`src/rtl/dcm_pkg.sv`:
```
// dcm_pkg: shared constants and codes for the duty cycle meter.
// No dependencies; compiled before the interfaces and the top level.
package dcm_pkg;

  // Parameter defaults
  localparam int TIME_BITS_DEF     = 32;
  localparam int FRACTION_BITS_DEF = 8;

  // Fixed field widths of the channel words
  localparam int IN_TIME_W = 32;
  localparam int DUTY_W    = 15;

  // Percent scale and the bits it takes
  localparam int PCT_SCALE = 100;
  localparam int PCT_BITS  = 7;

  // Event kind codes
  typedef enum logic {
    KIND_PIN    = 1'b0,
    KIND_REPORT = 1'b1
  } kind_t;

endpackage

```
`src/rtl/dcm_if.sv`:
```
// dcm_if: valid/ready channel interfaces for the duty cycle meter.
// Depends on dcm_pkg for the field widths.
interface dcm_in_if import dcm_pkg::*; ();
  logic                 valid;
  logic                 ready;
  logic                 kind;
  logic [IN_TIME_W-1:0] time_us;
  logic                 pin_level;

  modport source (output valid, kind, time_us, pin_level, input ready);
  modport sink   (input valid, kind, time_us, pin_level, output ready);
endinterface

interface dcm_out_if import dcm_pkg::*; ();
  logic              valid;
  logic              ready;
  logic [DUTY_W-1:0] duty_percent_q8;
  logic              empty_window;

  modport source (output valid, duty_percent_q8, empty_window, input ready);
  modport sink   (input valid, duty_percent_q8, empty_window, output ready);
endinterface

```
`src/rtl/duty_cycle_meter.sv`:
```
// duty_cycle_meter: high-time share of a digital input between reports.
// Depends on dcm_pkg and the channel interfaces in dcm_if.sv.
//
// Pin words only update the held level, the edge time and the on-time
// sum. A report word closes the window; the first report only primes it. A
// later report that needs the divider yields one result word through a
// setup step that forms on_time * 100, a restoring divider that produces
// one quotient bit per cycle, a step to clamp and a step to load the output
// register. An empty or fully high window skips the divider and the clamp,
// and goes from the setup step straight to the output step. The input side
// is held off from a report until its result word is loaded. The output
// register lets a pin word or a report be taken while a result still waits;
// a finished result waits in the last step until the output register is
// free. Time differences wrap modulo 2^TIME_BITS and the on-time saturates
// at 2^TIME_BITS - 1.
module duty_cycle_meter import dcm_pkg::*; #(
  parameter int TIME_BITS     = TIME_BITS_DEF,
  parameter int FRACTION_BITS = FRACTION_BITS_DEF
) (
  input  logic   clk,
  input  logic   rst_n,
  dcm_in_if.sink    in_ch,
  dcm_out_if.source out_ch
);

  localparam int QB    = PCT_BITS + FRACTION_BITS;  // quotient bits
  localparam int NUM_W = TIME_BITS + PCT_BITS;       // on_time * 100
  localparam int N_W   = TIME_BITS + QB;             // dividend width
  localparam int CNT_W = $clog2(QB);
  localparam logic [QB-1:0] FULL = QB'(PCT_SCALE) << FRACTION_BITS;

  typedef enum logic [2:0] {
    S_IDLE,
    S_SETUP,
    S_DIV,
    S_FIN,
    S_PUT
  } state_t;

  state_t               state_r, state_nxt;
  logic                 held_r, held_nxt;
  logic [TIME_BITS-1:0] last_r, last_nxt;
  logic [TIME_BITS-1:0] sum_r, sum_nxt;
  logic [TIME_BITS-1:0] start_r, start_nxt;
  logic                 primed_r, primed_nxt;
  logic [TIME_BITS-1:0] on_r, on_nxt;
  logic [TIME_BITS-1:0] tot_r, tot_nxt;
  logic [TIME_BITS-1:0] rem_r, rem_nxt;
  logic [QB-1:0]        quo_r, quo_nxt;
  logic [CNT_W-1:0]     cnt_r, cnt_nxt;
  logic [DUTY_W-1:0]    duty_r, duty_nxt;
  logic                 empty_r, empty_nxt;
  logic                 ovalid_r, ovalid_nxt;
  logic [DUTY_W-1:0]    oduty_r, oduty_nxt;
  logic                 oempty_r, oempty_nxt;

  logic                 in_take;
  logic                 slot_free;
  logic [TIME_BITS-1:0] now;
  logic [TIME_BITS-1:0] since_edge;
  logic [NUM_W-1:0]     on_ext;
  logic [NUM_W-1:0]     num;
  logic [N_W-1:0]       dividend;
  logic [TIME_BITS:0]   trial;
  logic [TIME_BITS:0]   trial_diff;
  logic                 trial_ge;

  function automatic logic [TIME_BITS-1:0] sat_add(input logic [TIME_BITS-1:0] a,
                                                   input logic [TIME_BITS-1:0] b);
    logic [TIME_BITS:0] s;
    s = {1'b0, a} + {1'b0, b};
    return s[TIME_BITS] ? {TIME_BITS{1'b1}} : s[TIME_BITS-1:0];
  endfunction

  // Handshake
  assign in_ch.ready = (state_r == S_IDLE);
  assign in_take     = in_ch.valid && in_ch.ready;
  assign slot_free   = !ovalid_r || out_ch.ready;

  assign out_ch.valid           = ovalid_r;
  assign out_ch.duty_percent_q8 = oduty_r;
  assign out_ch.empty_window    = oempty_r;

  // Event time and elapsed time since the last edge
  assign now        = TIME_BITS'(in_ch.time_us);
  assign since_edge = now - last_r;

  // on_time * 100 as shift-adds, then scaled by the fraction bits
  assign on_ext   = NUM_W'(on_r);
  assign num      = (on_ext << 6) + (on_ext << 5) + (on_ext << 2);
  assign dividend = N_W'(num) << FRACTION_BITS;

  // One restoring divide step
  assign trial      = {rem_r, quo_r[QB-1]};
  assign trial_ge   = (trial >= {1'b0, tot_r});
  assign trial_diff = trial - {1'b0, tot_r};

  // Next-state logic
  always_comb begin
    state_nxt  = state_r;
    held_nxt   = held_r;
    last_nxt   = last_r;
    sum_nxt    = sum_r;
    start_nxt  = start_r;
    primed_nxt = primed_r;
    on_nxt     = on_r;
    tot_nxt    = tot_r;
    rem_nxt    = rem_r;
    quo_nxt    = quo_r;
    cnt_nxt    = cnt_r;
    duty_nxt   = duty_r;
    empty_nxt  = empty_r;
    ovalid_nxt = ovalid_r;
    oduty_nxt  = oduty_r;
    oempty_nxt = oempty_r;

    if (ovalid_r && out_ch.ready) begin
      ovalid_nxt = 1'b0;
    end

    case (state_r)
      S_IDLE: begin
        if (in_take) begin
          if (in_ch.kind == KIND_PIN) begin
            // repeated level is ignored
            if (in_ch.pin_level != held_r) begin
              held_nxt = in_ch.pin_level;
              last_nxt = now;
              if (!in_ch.pin_level) begin
                sum_nxt = sat_add(sum_r, since_edge);
              end
            end
          end else begin
            on_nxt     = held_r ? sat_add(sum_r, since_edge) : sum_r;
            tot_nxt    = now - start_r;
            sum_nxt    = '0;
            last_nxt   = now;
            start_nxt  = now;
            primed_nxt = 1'b1;
            if (primed_r) begin
              state_nxt = S_SETUP;
            end
          end
        end
      end
      S_SETUP: begin
        if (tot_r == '0) begin
          duty_nxt  = '0;
          empty_nxt = 1'b1;
          state_nxt = S_PUT;
        end else if (on_r >= tot_r) begin
          duty_nxt  = DUTY_W'(FULL);
          empty_nxt = 1'b0;
          state_nxt = S_PUT;
        end else begin
          rem_nxt   = dividend[N_W-1:QB];
          quo_nxt   = dividend[QB-1:0];
          cnt_nxt   = '0;
          empty_nxt = 1'b0;
          state_nxt = S_DIV;
        end
      end
      S_DIV: begin
        rem_nxt = trial_ge ? trial_diff[TIME_BITS-1:0] : trial[TIME_BITS-1:0];
        quo_nxt = {quo_r[QB-2:0], trial_ge};
        cnt_nxt = cnt_r + 1'b1;
        if (cnt_r == CNT_W'(QB - 1)) begin
          state_nxt = S_FIN;
        end
      end
      S_FIN: begin
        duty_nxt  = DUTY_W'((quo_r > FULL) ? FULL : quo_r);
        state_nxt = S_PUT;
      end
      S_PUT: begin
        if (slot_free) begin
          ovalid_nxt = 1'b1;
          oduty_nxt  = duty_r;
          oempty_nxt = empty_r;
          state_nxt  = S_IDLE;
        end
      end
      default: begin
        state_nxt = S_IDLE;
      end
    endcase
  end

  // State and registered outputs
  always_ff @(posedge clk) begin
    if (!rst_n) begin
      state_r  <= S_IDLE;
      held_r   <= 1'b0;
      last_r   <= '0;
      sum_r    <= '0;
      start_r  <= '0;
      primed_r <= 1'b0;
      ovalid_r <= 1'b0;
    end else begin
      state_r  <= state_nxt;
      held_r   <= held_nxt;
      last_r   <= last_nxt;
      sum_r    <= sum_nxt;
      start_r  <= start_nxt;
      primed_r <= primed_nxt;
      ovalid_r <= ovalid_nxt;
    end
    on_r     <= on_nxt;
    tot_r    <= tot_nxt;
    rem_r    <= rem_nxt;
    quo_r    <= quo_nxt;
    cnt_r    <= cnt_nxt;
    duty_r   <= duty_nxt;
    empty_r  <= empty_nxt;
    oduty_r  <= oduty_nxt;
    oempty_r <= oempty_nxt;
  end

  // Checks
  a_rem_below_divisor: assert property (@(posedge clk) disable iff (!rst_n)
    (state_r == S_DIV) |-> (rem_r < tot_r))
    else $error("divider remainder not below window length");

  a_result_from_put: assert property (@(posedge clk) disable iff (!rst_n)
    $rose(ovalid_r) |-> ($past(state_r) == S_PUT))
    else $error("result word raised outside the output step");

  a_empty_means_zero: assert property (@(posedge clk) disable iff (!rst_n)
    (ovalid_r && oempty_r) |-> (oduty_r == '0))
    else $error("empty window with nonzero duty");

  a_no_take_while_busy: assert property (@(posedge clk) disable iff (!rst_n)
    (state_r == S_DIV) |=> !$past(in_take))
    else $error("input word taken while dividing");

endmodule
```
`src/flat_wrapper.sv`:
```
// flat-port wrapper written by rule: the top's interface ports become plain ports
module duty_cycle_meter_flat import dcm_pkg::*;
#(
  parameter int TIME_BITS     = TIME_BITS_DEF,
  parameter int FRACTION_BITS = FRACTION_BITS_DEF
)
  (clk, rst_n, in_ch_valid, in_ch_kind, in_ch_time_us, in_ch_pin_level, in_ch_ready, out_ch_valid, out_ch_duty_percent_q8, out_ch_empty_window, out_ch_ready);
  dcm_in_if in_ch_i ();
  dcm_out_if out_ch_i ();
  input  logic clk;
  input  logic rst_n;
  input wire logic [$bits(in_ch_i.valid)-1:0] in_ch_valid;
  input wire logic [$bits(in_ch_i.kind)-1:0] in_ch_kind;
  input wire logic [$bits(in_ch_i.time_us)-1:0] in_ch_time_us;
  input wire logic [$bits(in_ch_i.pin_level)-1:0] in_ch_pin_level;
  output wire logic [$bits(in_ch_i.ready)-1:0] in_ch_ready;
  output wire logic [$bits(out_ch_i.valid)-1:0] out_ch_valid;
  output wire logic [$bits(out_ch_i.duty_percent_q8)-1:0] out_ch_duty_percent_q8;
  output wire logic [$bits(out_ch_i.empty_window)-1:0] out_ch_empty_window;
  input wire logic [$bits(out_ch_i.ready)-1:0] out_ch_ready;
  assign in_ch_i.valid = in_ch_valid;
  assign in_ch_i.kind = in_ch_kind;
  assign in_ch_i.time_us = in_ch_time_us;
  assign in_ch_i.pin_level = in_ch_pin_level;
  assign in_ch_ready = in_ch_i.ready;
  assign out_ch_valid = out_ch_i.valid;
  assign out_ch_duty_percent_q8 = out_ch_i.duty_percent_q8;
  assign out_ch_empty_window = out_ch_i.empty_window;
  assign out_ch_i.ready = out_ch_ready;
  duty_cycle_meter #(.TIME_BITS(TIME_BITS), .FRACTION_BITS(FRACTION_BITS)) u_core (.clk(clk), .rst_n(rst_n), .in_ch(in_ch_i), .out_ch(out_ch_i));
endmodule
```
`config.mk`:
```
export PLATFORM = sky130hd
export DESIGN_NAME = duty_cycle_meter_flat
export DESIGN_NICKNAME = d
export VERILOG_FILES = /design/src/rtl/dcm_pkg.sv /design/src/rtl/dcm_if.sv /design/src/rtl/duty_cycle_meter.sv /design/src/flat_wrapper.sv
export SDC_FILE = /design/constraint.sdc
export NUM_CORES = 1
export LEC_CHECK = 0
export BUFFER_PORTS_ARGS = -buffer_cell sky130_fd_sc_hd__buf_2
export CAP_MARGIN = 20
export CORE_ASPECT_RATIO = 0.7
export CORE_MARGIN = 2
export CORE_UTILIZATION = 35
export DETAILED_ROUTE_END_ITERATION = 7
export HOLD_SLACK_MARGIN = 0.08
export RECOVER_POWER = 25
export SLEW_MARGIN = 0
export SYNTH_ARGS = -nofsm -noshare
export SYNTH_HDL_FRONTEND = slang
export SYNTH_SLANG_ARGS = --single-unit
```
`constraint.sdc`:
```
create_clock -name clk -period 11 [get_ports clk]
set_clock_uncertainty 0.05 [all_clocks]
set_input_delay 1.1 -clock clk [delete_from_list [all_inputs] [get_ports clk]]
set_output_delay 1.1 -clock clk [all_outputs]
set_load 0.02 [all_outputs]
```
==> flow_summary.json <==
{
  "grt_overflow": 0,
  "rows": 71,
  "r2r_cells": 22,
  "gp_congestion": 0.887,
  "worst-setup-path-type": "in -> reg",
  "cellPowerDensity_nw_per_um2": 135,
  "violations": "max-capacitance violations, max-slew violations",
  "numPortBuffers": 55,
  "crit_required_ns": 11.22,
  "start_util": 0.356,
  "synth_cell_types": 79,
  "synth_nets": 2442,
  "slowest_delay_ns": 0.40,
  "hold_buffers": 0,
  "grt_util_all_layers": 0.168,
  "grt_pass1_wl_mm": 78.7,
  "clkTransAtPathRegs_ns": 0.06,
  "synth_area_leaders": "edfxtp_1 (23%), ha_1 (13%), dfxtp_1 (11%), nand2_1 (5.6%), a21oi_1 (4.6%)",
  "worstMarginPinSlew_ns": 2.76,
  "areaGrowthSynthToFinish_pct": 9.73,
  "floorplan.die.width_um": 284,
  "setup.worst_path.start": "in_ch_time_us[0]",
  "p_leak_nw": 8.56,
  "clockBufferDepth": 3,
  "critPathCaptureType": "register",
  "n_antenna_cell": 0,
  "dp_hpwl_mm": 37.5,
  "worst_setup_path_start_kind": "input port",
  "vias": 15400,
  "status": "finished with violations",
  "antenna_found_initial": 1,
  "cp_max_fo": 32,
  "routedWlPerCell_um": 16.5,
  "maxSlewHeadroom": -0.838,
  "period_needed_ns": 5.49,
  "drcViolationCount": 0,
  "yosysSeqAreaShare": 0.336,
  "min_from": "u_core.duty_r[5]",
  "h-tree-depth": 1,
  "grt_max_degree": 74,
  "avgViaCountPerCell": 5.24,
  "final.setup.tns_ns": 0,
  "cts_sinks": 249,
  "syn_inst": 2172,
  "postCtsSetupBuffers": 0,
  "synth_flop_cell": "edfxtp_1",
  "final_nets": 2463,
  "timing.hold.ws_ns": 0.366,
  "finalSetupViolCount": 0,
  "grt_setup_unrepaired": "no",
  "dr.first_iter.drc_count": 1071,
  "drive_gt1_frac": 0.0632,
  "synth-edff-count": 147,
  "ys_ff_latch": 249,
  "cpMaxStageDelayCell": "fa_1",
  "holdPathEnd": "u_core.out_ch.duty_percent_q8[5]",
  "wl_mm": 48.4,
  "post_cts_resized": 0,
  "drtAntennaViolNets": 0,
  "die_h_um": 200,
  "grt.met1_usage": 0.257,
  "min_delay_path_depth": 0,
  "busiest_layer": "met1",
  "ir_drop_mv": 0.110,
  "num_io_pins": 56,
  "grt.met2_usage": 0.247,
  "grt_pass1_vias": 14800,
  "cts_tree": "yes",
  "critPathArrivalTime_ns": 5.71,
  "clkLatencyLatePin_ns": 0.56,
  "core-area_um2": 54000,
  "rr_endpoint": "u_core.on_r[5]",
  "final-hold-violation-count": 0,
  "power_mw": 2.86,
  "grt_util_met3": 0.0207,
  "syn-cell-area_um2": 19200,
  "synth_warnings": 0,
  "cts_buffers": 28,
  "crit_chain": "clkbuf_1 -> inv_1 -> ha_1 -> inv_1 -> fa_1 -> a21o_1 -> nand3_1 -> a211o_1 -> a21boi_0 -> o21a_1 -> o21a_1 -> o21ai_0 -> nand2b_1 -> xor2_1 -> ha_1 -> and4_1 -> a41oi_1 -> a21oi_1 -> a211oi_1 -> o31a_1 -> o21ai_2 -> buf_4 -> nor2_1 -> a21oi_1",
  "synth_top_area_frac": 0.230,
  "synth_top_area_cell": "edfxtp_1",
  "avgSynthCellArea_um2": 8.85,
  "max_freq_mhz": 182,
  "drtPass1Iterations": 7,
  "maxCapViolCount": 1,
  "r2r_start": "u_core.last_r[0]",
  "r2r_setup_slack_ns": 5.93,
  "slew_violations": 74,
  "hp-class": "reg -> reg",
  "min_period_over_period": 0.499,
  "cts_root_buf": "clkbuf_16",
  "ys_async_sr_fraction": 0,
  "dieArea_um2": 56900
}
Yosys cell counts (6+ instances only):
cell type  count
nor2b_1       23
a21boi_0      74
nor4_1        14
o211ai_2       9
and2_1        25
a211o_1        8
a31oi_1       19
nor2_1       153
fa_1          33
dfxtp_1      102
o21ai_1       71
buf_2         13
o21ai_0       64
mux2i_1       21
o211ai_1      14
xnor2_1       80
a211oi_1      20
or3_1          7
a21o_1        73
nor3_1        23
nand2_1      285
o21ai_2        7
o31a_1         6
and3_1        33
nand3_1       36
nand2b_1      19
o21a_1        31
ha_1         199
buf_1          6
edfxtp_1     147
o21bai_1      17
xor2_1        57
nand4_1       24
a21oi_1      177
a41oi_1        7
inv_1        132
clkbuf_1      56
o31ai_1        9
cell families (layout without fill, tap and decap cells):
family	count (synthesis)	after routing	share of synthesized area
DFF	249	249	0.336
AOI/OAI and AO/OA	660	660	0.228
adders and majority gates	232	232	0.164
muxes	22	22	0.0115
xor gates and xnor gates	137	137	0.0624
and+or+nand+nor	660	660	0.155
buffers and inverters	212	254	0.0432
critical path, delay by kind of cell:
| family | cells | cell delay (ns) |
|---|---|---|
| AOI/OAI and AO/OA | 12 | 2.14 |
| adders and majority gates | 3 | 0.99 |
| and+or+nand+nor | 4 | 0.79 |
| buffers and inverters | 4 | 0.50 |
| xor gates and xnor gates | 1 | 0.16 |
cell type report:
type,instances,area [um2]
clock inverters,11,106
flip-flops and latches,249,6460
well taps,730,913
multi-input cells,1711,12000
fillers,5505,32900
clock buffers,40,807
repair buffers,69,354
inverters,134,504
stage by stage:
stage	utilization	instances	worst slack, ns	area (um2)
4_1_cts	0.391	2944	5.57	21100
3_3_place_gp	0.374	2893	5.08	20200
6_report	0.391	2944	5.52	21100
3_5_place_dp	0.374	2893	5.01	20200
5_1_grt	0.391	2944	5.30	21100
2_1_floorplan	-	2172	5.79	19200
flip-flops by register name, summed over array words and instances (netlist names), 3 cells and up:
register / count
u_core.out_ch.duty_percent_q8: 15
u_core.last_r: 32
u_core.start_r: 32
u_core.state_r: 3
u_core.sum_r: 32
u_core.cnt_r: 4
u_core.tot_r: 32
u_core.quo_r: 15
u_core.duty_r: 15
u_core.on_r: 32
u_core.rem_r: 32
layout by cell type, fill, tap and decap left out, types with 19 or more instances in the layout:
master	netlist	routed
inv_1	132	132
a21oi_1	177	177
nand4_1	24	24
nor2_1	153	153
and2_1	25	24
xnor2_1	80	80
edfxtp_1	147	147
fa_1	33	33
o21ai_1	71	70
nor3_1	23	23
a21o_1	73	73
buf_2	13	40
nand3_1	36	36
nand2b_1	19	19
a31oi_1	19	19
a211oi_1	20	20
ha_1	199	199
nand2_1	285	284
dfxtp_1	102	101
nor2b_1	23	23
xor2_1	57	57
mux2i_1	21	21
a21boi_0	74	74
o21ai_0	64	64
o21a_1	31	31
and3_1	33	33
clkbuf_1	56	24
clkbuf_16	0	29
worst max path at each step:
stage / to / slack (ns) / depth (start not counted)
floorplan: u_core.on_r[23] / 5.79 / 25
global placement: u_core.on_r[26] / 5.08 / 24
detailed placement: u_core.on_r[26] / 5.01 / 24
CTS: u_core.on_r[26] / 5.57 / 24
global route: u_core.on_r[5] / 5.30 / 24
finish: u_core.on_r[5] / 5.52 / 24
where the power goes:
part           internal [mW]  total, mW  switching (mW)
Clock                  0.554      0.938           0.385
Sequential              1.04       1.07          0.0292
Combinational          0.335      0.846           0.511
routing by layer:
metal,wire length [um],vias up
met2,19600,301
met4,1070,0
met1,25600,7220
li1,-,7839
met3,2110,58
met5,0,-
Note: power is estimated with default switching activity, not from simulation.
